## src/rtl/core/cawc_pkg.sv

```systemverilog
// Shared types and constants for the contiguous allocator with compaction.
// Used by the cell store RAM and by the top level; depends on nothing else.
package cawc_pkg;

  localparam int unsigned STORE_CELLS_DEF   = 256;
  localparam int unsigned TABLE_ENTRIES_DEF = 64;

  localparam int unsigned OP_W     = 2;
  localparam int unsigned ID_W     = 8;
  localparam int unsigned SIZE_W   = 8;
  localparam int unsigned STATUS_W = 3;
  localparam int unsigned BEGIN_W  = 8;
  localparam int unsigned COUNT_W  = 7;
  localparam int unsigned ID_NUM   = 1 << ID_W;

  typedef enum logic [OP_W-1:0] {
    OP_ALLOC   = 2'd0,
    OP_FREE    = 2'd1,
    OP_COMPACT = 2'd2
  } op_e;

  typedef enum logic [STATUS_W-1:0] {
    STAT_OK         = 3'd0,
    STAT_NO_SPACE   = 3'd1,
    STAT_DUPLICATE  = 3'd2,
    STAT_NOT_FOUND  = 3'd3,
    STAT_TABLE_FULL = 3'd4
  } status_e;

  typedef enum logic [2:0] {
    S_IDLE,
    S_ALLOC,
    S_FREE,
    S_COMPACT,
    S_DONE
  } state_e;

endpackage

```

## src/rtl/core/contiguous_allocator_with_compaction.sv

```systemverilog
// Contiguous allocator with compaction: top level with control and owner bookkeeping.
// Depends on cawc_pkg and instantiates cawc_cell_ram.
//
// The block keeps a store of STORE_CELLS cells, each holding an owner id or zero,
// and accepts one item at a time. Allocate writes the new block from the top of
// the store upward when it succeeds; free and compact walk the used cells
// below the top of the store, one cell per cycle through the cell store's read
// port. Cells above the top are never read, so the store needs no clearing
// after reset. A finished result waits in an output register and the next item
// may be taken meanwhile.
module contiguous_allocator_with_compaction import cawc_pkg::*; #(
  parameter int unsigned STORE_CELLS   = STORE_CELLS_DEF,
  parameter int unsigned TABLE_ENTRIES = TABLE_ENTRIES_DEF
) (
  input  logic        clk_i,
  input  logic        rst_ni,
  input  logic        s_tvalid_i,
  output logic        s_tready_o,
  input  logic [15:0] s_tdata_i,   // [7:0] process_id, [15:8] block_size
  input  logic [1:0]  s_tuser_i,   // [1:0] operation
  output logic        m_tvalid_o,
  input  logic        m_tready_i,
  output logic [15:0] m_tdata_o,   // [7:0] first cell, [14:8] live_count, [15] zero
  output logic [2:0]  m_tuser_o    // [2:0] status
);

  localparam int unsigned CW   = $clog2(STORE_CELLS);
  localparam int unsigned TW   = CW + 1;
  localparam int unsigned NW   = $clog2(TABLE_ENTRIES + 1);
  localparam int unsigned CMPW = (TW > SIZE_W) ? TW : SIZE_W;

  state_e state_q, state_d;

  logic [TW-1:0]     top_q, top_d;
  logic [NW-1:0]     count_q, count_d;
  logic [ID_NUM-1:0] live_q, live_d;
  logic              rd_vld_q, rd_vld_d;
  logic              m_valid_q, m_valid_d;

  logic [ID_W-1:0]   id_q, id_d;
  logic [SIZE_W-1:0] size_q, size_d;
  logic [TW-1:0]     idx_q, idx_d;
  logic [CW-1:0]     rd_idx_q, rd_idx_d;
  logic [TW-1:0]     wptr_q, wptr_d;
  logic [TW-1:0]     ntop_q, ntop_d;
  status_e           res_status_q, res_status_d;
  logic [TW-1:0]     res_begin_q, res_begin_d;
  logic [STATUS_W-1:0] out_status_q, out_status_d;
  logic [BEGIN_W-1:0]  out_begin_q, out_begin_d;
  logic [COUNT_W-1:0]  out_count_q, out_count_d;

  logic              ram_we, ram_re;
  logic [CW-1:0]     ram_waddr, ram_raddr;
  logic [ID_W-1:0]   ram_wdata, ram_rdata;

  op_e               in_op;
  logic [ID_W-1:0]   in_id;
  logic [SIZE_W-1:0] in_size;
  logic [TW-1:0]     room;
  status_e           alloc_status;
  logic              free_ok;
  logic              issue;
  logic              walk_done;
  logic              load_out;

  assign in_op   = op_e'(s_tuser_i);
  assign in_id   = s_tdata_i[7:0];
  assign in_size = s_tdata_i[15:8];
  assign room    = TW'(STORE_CELLS) - top_q;
  assign free_ok = (in_id != '0) && live_q[in_id];

  always_comb begin
    if (in_id == '0) begin
      alloc_status = STAT_NOT_FOUND;
    end else if (live_q[in_id]) begin
      alloc_status = STAT_DUPLICATE;
    end else if (count_q >= NW'(TABLE_ENTRIES)) begin
      alloc_status = STAT_TABLE_FULL;
    end else if ((in_size == '0) || (CMPW'(room) < CMPW'(in_size))) begin
      alloc_status = STAT_NO_SPACE;
    end else begin
      alloc_status = STAT_OK;
    end
  end

  // Walks issue one read per cycle below the top; read data returns in the next cycle from the store's read register.
  assign issue     = (idx_q < top_q);
  assign walk_done = !issue && !rd_vld_q;
  assign load_out  = !m_valid_q || m_tready_i;

  assign s_tready_o = (state_q == S_IDLE);

  // Next state.
  always_comb begin
    state_d = state_q;
    unique case (state_q)
      S_IDLE: begin
        if (s_tvalid_i) begin
          unique case (in_op)
            OP_ALLOC:   state_d = (alloc_status == STAT_OK) ? S_ALLOC : S_DONE;
            OP_FREE:    state_d = free_ok ? S_FREE : S_DONE;
            OP_COMPACT: state_d = S_COMPACT;
            default:    state_d = S_DONE;
          endcase
        end
      end
      S_ALLOC: begin
        if (size_q == SIZE_W'(1)) begin
          state_d = S_DONE;
        end
      end
      S_FREE, S_COMPACT: begin
        if (walk_done) begin
          state_d = S_DONE;
        end
      end
      S_DONE: begin
        if (load_out) begin
          state_d = S_IDLE;
        end
      end
      default: state_d = S_IDLE;
    endcase
  end

  // Outputs and datapath.
  always_comb begin
    top_d        = top_q;
    count_d      = count_q;
    live_d       = live_q;
    rd_vld_d     = 1'b0;
    id_d         = id_q;
    size_d       = size_q;
    idx_d        = idx_q;
    rd_idx_d     = rd_idx_q;
    wptr_d       = wptr_q;
    ntop_d       = ntop_q;
    res_status_d = res_status_q;
    res_begin_d  = res_begin_q;
    out_status_d = out_status_q;
    out_begin_d  = out_begin_q;
    out_count_d  = out_count_q;
    m_valid_d    = m_valid_q && !m_tready_i;
    ram_we       = 1'b0;
    ram_waddr    = idx_q[CW-1:0];
    ram_wdata    = id_q;
    ram_re       = 1'b0;
    ram_raddr    = idx_q[CW-1:0];

    unique case (state_q)
      S_IDLE: begin
        if (s_tvalid_i) begin
          id_d         = in_id;
          size_d       = in_size;
          idx_d        = '0;
          wptr_d       = '0;
          ntop_d       = '0;
          res_status_d = STAT_OK;
          res_begin_d  = '0;
          unique case (in_op)
            OP_ALLOC: begin
              res_status_d = alloc_status;
              if (alloc_status == STAT_OK) begin
                idx_d          = top_q;
                res_begin_d    = top_q;
                live_d[in_id]  = 1'b1;
                count_d        = count_q + NW'(1);
              end
            end
            OP_FREE: begin
              if (free_ok) begin
                live_d[in_id] = 1'b0;
                count_d       = count_q - NW'(1);
              end else begin
                res_status_d  = STAT_NOT_FOUND;
              end
            end
            OP_COMPACT: ;
            default: ;
          endcase
        end
      end
      S_ALLOC: begin
        ram_we = 1'b1;
        idx_d  = idx_q + TW'(1);
        size_d = size_q - SIZE_W'(1);
        if (size_q == SIZE_W'(1)) begin
          top_d = idx_q + TW'(1);
        end
      end
      S_FREE: begin
        if (issue) begin
          ram_re   = 1'b1;
          idx_d    = idx_q + TW'(1);
          rd_vld_d = 1'b1;
          rd_idx_d = idx_q[CW-1:0];
        end
        if (rd_vld_q) begin
          ram_waddr = rd_idx_q;
          ram_wdata = '0;
          if (ram_rdata == id_q) begin
            ram_we = 1'b1;
          end else if (ram_rdata != '0) begin
            ntop_d = TW'(rd_idx_q) + TW'(1);
          end
        end
        if (walk_done) begin
          top_d = ntop_q;
        end
      end
      S_COMPACT: begin
        if (issue) begin
          ram_re   = 1'b1;
          idx_d    = idx_q + TW'(1);
          rd_vld_d = 1'b1;
          rd_idx_d = idx_q[CW-1:0];
        end
        // The write pointer never passes the cell being read, so reads stay valid.
        if (rd_vld_q && (ram_rdata != '0)) begin
          ram_we    = 1'b1;
          ram_waddr = wptr_q[CW-1:0];
          ram_wdata = ram_rdata;
          wptr_d    = wptr_q + TW'(1);
        end
        if (walk_done) begin
          top_d       = wptr_q;
          res_begin_d = wptr_q;
        end
      end
      S_DONE: begin
        if (load_out) begin
          m_valid_d    = 1'b1;
          out_status_d = res_status_q;
          out_begin_d  = BEGIN_W'(res_begin_q);
          out_count_d  = COUNT_W'(count_q);
        end
      end
      default: ;
    endcase
  end

  always_ff @(posedge clk_i or negedge rst_ni) begin
    if (!rst_ni) begin
      state_q   <= S_IDLE;
      top_q     <= '0;
      count_q   <= '0;
      live_q    <= '0;
      rd_vld_q  <= 1'b0;
      m_valid_q <= 1'b0;
    end else begin
      state_q   <= state_d;
      top_q     <= top_d;
      count_q   <= count_d;
      live_q    <= live_d;
      rd_vld_q  <= rd_vld_d;
      m_valid_q <= m_valid_d;
    end
  end

  always_ff @(posedge clk_i) begin
    id_q         <= id_d;
    size_q       <= size_d;
    idx_q        <= idx_d;
    rd_idx_q     <= rd_idx_d;
    wptr_q       <= wptr_d;
    ntop_q       <= ntop_d;
    res_status_q <= res_status_d;
    res_begin_q  <= res_begin_d;
    out_status_q <= out_status_d;
    out_begin_q  <= out_begin_d;
    out_count_q  <= out_count_d;
  end

  cawc_cell_ram #(
    .DEPTH (STORE_CELLS),
    .WIDTH (ID_W)
  ) u_cells (
    .clk_i   (clk_i),
    .we_i    (ram_we),
    .waddr_i (ram_waddr),
    .wdata_i (ram_wdata),
    .re_i    (ram_re),
    .raddr_i (ram_raddr),
    .rdata_o (ram_rdata)
  );

  assign m_tvalid_o = m_valid_q;
  assign m_tdata_o  = {1'b0, out_count_q, out_begin_q};
  assign m_tuser_o  = out_status_q;

endmodule

```

## src/rtl/core/cawc_cell_ram.sv

```systemverilog
// Cell store: one write port and one read port with registered read data.
// Depends on cawc_pkg for default sizes.
module cawc_cell_ram import cawc_pkg::*; #(
  parameter int unsigned DEPTH = STORE_CELLS_DEF,
  parameter int unsigned WIDTH = ID_W
) (
  input  logic                     clk_i,
  input  logic                     we_i,
  input  logic [$clog2(DEPTH)-1:0] waddr_i,
  input  logic [WIDTH-1:0]         wdata_i,
  input  logic                     re_i,
  input  logic [$clog2(DEPTH)-1:0] raddr_i,
  output logic [WIDTH-1:0]         rdata_o
);

  logic [WIDTH-1:0] mem_q [DEPTH];
  logic [WIDTH-1:0] rdata_q;

  always_ff @(posedge clk_i) begin
    if (we_i) begin
      mem_q[waddr_i] <= wdata_i;
    end
    if (re_i) begin
      rdata_q <= mem_q[raddr_i];
    end
  end

  assign rdata_o = rdata_q;

endmodule

```

## config.mk

```make
export PLATFORM = sky130hd
export DESIGN_NAME = contiguous_allocator_with_compaction
export DESIGN_NICKNAME = d
export VERILOG_FILES = /design/src/rtl/core/cawc_pkg.sv /design/src/rtl/core/contiguous_allocator_with_compaction.sv /design/src/rtl/core/cawc_cell_ram.sv
export SDC_FILE = /design/constraint.sdc
export NUM_CORES = 2
export LEC_CHECK = 0
export BUFFER_PORTS_ARGS = -buffer_cell sky130_fd_sc_hd__buf_2
export CORE_MARGIN = 4
export CORE_UTILIZATION = 40
export DETAILED_ROUTE_END_ITERATION = 10
export GPL_ROUTABILITY_DRIVEN = 0
export GPL_TIMING_DRIVEN = 0
export SLEW_MARGIN = 20
export SYNTH_ARGS = -nofsm -noshare
export SYNTH_HDL_FRONTEND = slang
export SYNTH_SLANG_ARGS = --single-unit
export TNS_END_PERCENT = 20
```

## constraint.sdc

```tcl
create_clock -name clk_i -period 9.2 [get_ports clk_i]
set_input_delay 1.84 -clock clk_i [delete_from_list [all_inputs] [get_ports clk_i]]
set_output_delay 1.84 -clock clk_i [all_outputs]
set_load 0.01 [all_outputs]
```

==> qor.yml <==
timing:
  hold_violations: 0
  fin_skew_ps: 89.8
  min_period_ps: 6100
  setup_viol: 0
  layout_setup_ws_ps: 3100
  fmax_mhz: 164
  final.period_utilization_pct: 66.3
  drv_slew: 0
  tightest_slew_ps: 1190
  rsz0062_at_grt: "false"
  maxSlewHeadroom_pct: 20.4
  setup_tns_ps: 0
routing:
  wire_per_inst_um: 31.4
  wirelength_um: 274000
  route.detailed.drc: 0
  antenna_left: 0
  viasPerCell: 6.07
  vias: 52923
  first_pass_iters: 6
  initialDrtViolationCount: 7011
cells_and_area:
  drive_above_1_share_pct: 26.3
  fin_nets: 5355
  stdcell_count: 8717
  syn_to_final_growth_pct: 13.9
clocking:
  post_cts_buffers: 0
  insertion_delay_ps: 900
  root_buffer: "clkbuf_16"
  clock_path_buffers: 3
  cts-hold-fix-buffers: 0
  clkTransAtPathRegs_ps: 60
  numCtsBuffers: 241
  cts_resized: 0
  htreeDepth: 4
  cts_tree: "done"
  clkSinkCount: 2413
synth:
  synth_top_cell_area_share_pct: 65.3
  yosys.area_share.adder_pct: 0.351
  yosysTopAreaCell: "edfxtp_1"
  synth_flop_cell: "edfxtp_1"
  synth_edf_count: 2136
  synth_fp_nets: 5017
  synthCells: 4968
  synthSimpleGateAreaFrac_pct: 3.42
  ys_async_sr_fraction_pct: 11.5
  ys_seq_area_share_pct: 72.3
  synth-compound-area-share_pct: 3.52
  synth.avg_cell_area_um2: 19.8
  synth_top_family_by_area: "multiplexers"
  yosysWarnings: 0
  syn_area_mm2: 0.0983
  yosys.area_share.xor_xnor_pct: 0.401
  ys_types: 65
  synth_area_leaders: "edfxtp_1 (65%), mux4_2 (17%), dfrtp_1 (7.1%)"
  ys_ff_latch: 2413
  synth_mux_area_share_pct: 18.3
floorplan:
  row_count: 181
  die_area_mm2: 0.254
  fp.dieW_um: 504
  coreArea_mm2: 0.244
  dieHeight_um: 504
  initial_utilization_pct: 40.3
  io_pins: 43
worst_setup_path:
  rr_worst_depth: 10
  crit_fanout: 10
  critPathKind: "reg -> reg"
  crit_arrival_ps: 6580
  r2r_slack_ps: 3100
  end_kind: "flop"
  required_ps: 9670
  r2r-start: "idx_q[1]"
  rr_endpoint: "u_cells.mem_q[98][0]"
  startpoint_type: "flop"
global_route:
  antenna_found_initial: 24
  grt_overflow: 0
  grt_max_degree: 92
  grt_pass1_vias: 52110
  grt_pass1_wl_um: 391000
  grtUsageTotal_pct: 21.5
run_status:
  status: "completed"
placed_design:
  dp_cells: 8264
  io_buffers: 40
  dpl.hpwl_um: 186000
  dpl_worst_slack_ps: 2910
min_path:
  hold_path.class: "reg -> reg"
  min_path_cells: 0
  whs_endpoint: "out_begin_q[4]"
  min_from: "res_begin_q[4]"
power_and_ir_drop:
  swShare_pct: 32.1
  power.internal_mw: 22.6
  p_per_area_mw_per_mm2: 297
  clock_power_share_pct: 29.9
  seqPwrFrac_pct: 39.4
  combPwrFrac_pct: 30.7
  power_leakage_nw: 36.2
  peakVddDrop_v: 0.000258
  p_switching_mw: 10.7
run:
  maxCapViolCount: 0
-- synthesized netlist by cell type, drive strengths merged, types with 3 or more instances --
cell	count
or2	4
mux2	78
edfxtp	2136
ha	26
dfrtp	277
mux2i	65
buf	144
and2	12
nor3	11
a41oi	66
a211oi	5
o2bb2ai	3
and3	12
a22oi	26
xnor2	27
nand2	133
a31oi	323
nor4b	3
nor4	10
o21ai	32
nand3	121
mux4	722
nand4	12
o31ai	3
nand2b	7
clkbuf	212
a21o	9
inv	33
nor2b	20
o21bai	3
o22ai	3
nor2	363
xor2	18
a21oi	24
a211o	3
-- metal layers --
| metal | vias to the layer above | routed length [µm] | track usage [%] |
|---|---|---|---|
| li1 | 21340 | - | - |
| met1 | 28424 | 115000 | 31.9 |
| met2 | 2727 | 127000 | 33.0 |
| met3 | 422 | 23900 | 3.72 |
| met4 | 10 | 7710 | 5.85 |
| met5 | - | 70 | 0 |
-- through the flow --
step | cell area [µm²] | util (%) | total power [mW] | hold slack (ps)
4_1_cts | 112000 | 45.9 | 33.4 | 419
3_5_place_dp | 104000 | 42.6 | 23.5 | 405
3_3_place_gp | 102000 | 42.0 | 23.6 | 408
6_report | 112000 | 45.9 | 33.2 | 419
2_1_floorplan | 98300 | - | 19.2 | 400
5_1_grt | 112000 | 45.9 | 34.3 | 423
-- layout make-up --
class / count / area [µm²]
Fill cell: 20210 / 132000
Sequential cell: 2413 / 71100
Multi-Input combinational cell: 2166 / 25600
Clock buffer: 306 / 6430
Tap cell: 3202 / 4010
Buffer: 356 / 1620
Clock inverter: 140 / 1550
Timing Repair Buffer: 95 / 1490
Inverter: 33 / 124
Antenna cell: 6 / 15.0
-- cell usage in the layout (no fill, tap or decap), drive strengths merged, types with 24 or more instances in the layout --
cell type	count
edfxtp	2136
mux4	722
clkbuf	530
nor2	363
a31oi	323
dfrtp	277
buf	227
nand2	133
nand3	121
clkinv	97
mux2	78
a41oi	66
mux2i	65
inv	42
o21ai	32
bufinv	28
xnor2	27
a22oi	26
ha	26
a21oi	24
-- power groups by stage --
stage / Sequential, mW / Combinational [mW] / Clock (mW)
5_1_grt: 13.1 / 10.6 / 10.5
4_1_cts: 13.1 / 10.2 / 10.1
3_5_place_dp: 13.3 / 10.2 / 0
2_1_floorplan: 13.5 / 5.73 / 0
3_3_place_gp: 13.9 / 9.75 / 0
6_report: 13.1 / 10.2 / 9.94
-- critical path, cell delays in order, from the launching register on --
cell	delay [ps]
edfxtp_1	710
clkbuf_1	870
clkbuf_2	660
clkbuf_1	570
nand3_1	130
nand2_1	210
nor2b_1	330
nand2_1	650
clkbuf_2	550
buf_16	280
nor2_1	660
-- worst max path at each step --
stage	to	cells past startpoint	startpoint
floorplan	u_cells.mem_q[0][0]	8	state_q[2]
global placement	u_cells.mem_q[166][2]	8	state_q[1]
detailed placement	flop	16	s_tdata_i[0]
CTS	u_cells.rdata_o[2]	7	idx_q[1]
global route	u_cells.mem_q[110][2]	10	idx_q[1]
finish	u_cells.mem_q[98][0]	10	idx_q[1]
-- cells by family (layout without fill, tap and decap cells) --
| family | Yosys count | in the layout |
|---|---|---|
| AOI/OAI and AO/OA | 513 | 513 |
| xor gates and xnor gates | 45 | 45 |
| adders and majority gates | 27 | 27 |
| buffers and inverters | 389 | 930 |
| DFF | 2413 | 2413 |
| muxes | 865 | 865 |
| other | 1 | 7 |
| and+or+nand+nor | 715 | 715 |
No activity file was read; power rests on OpenSTA's default activity.
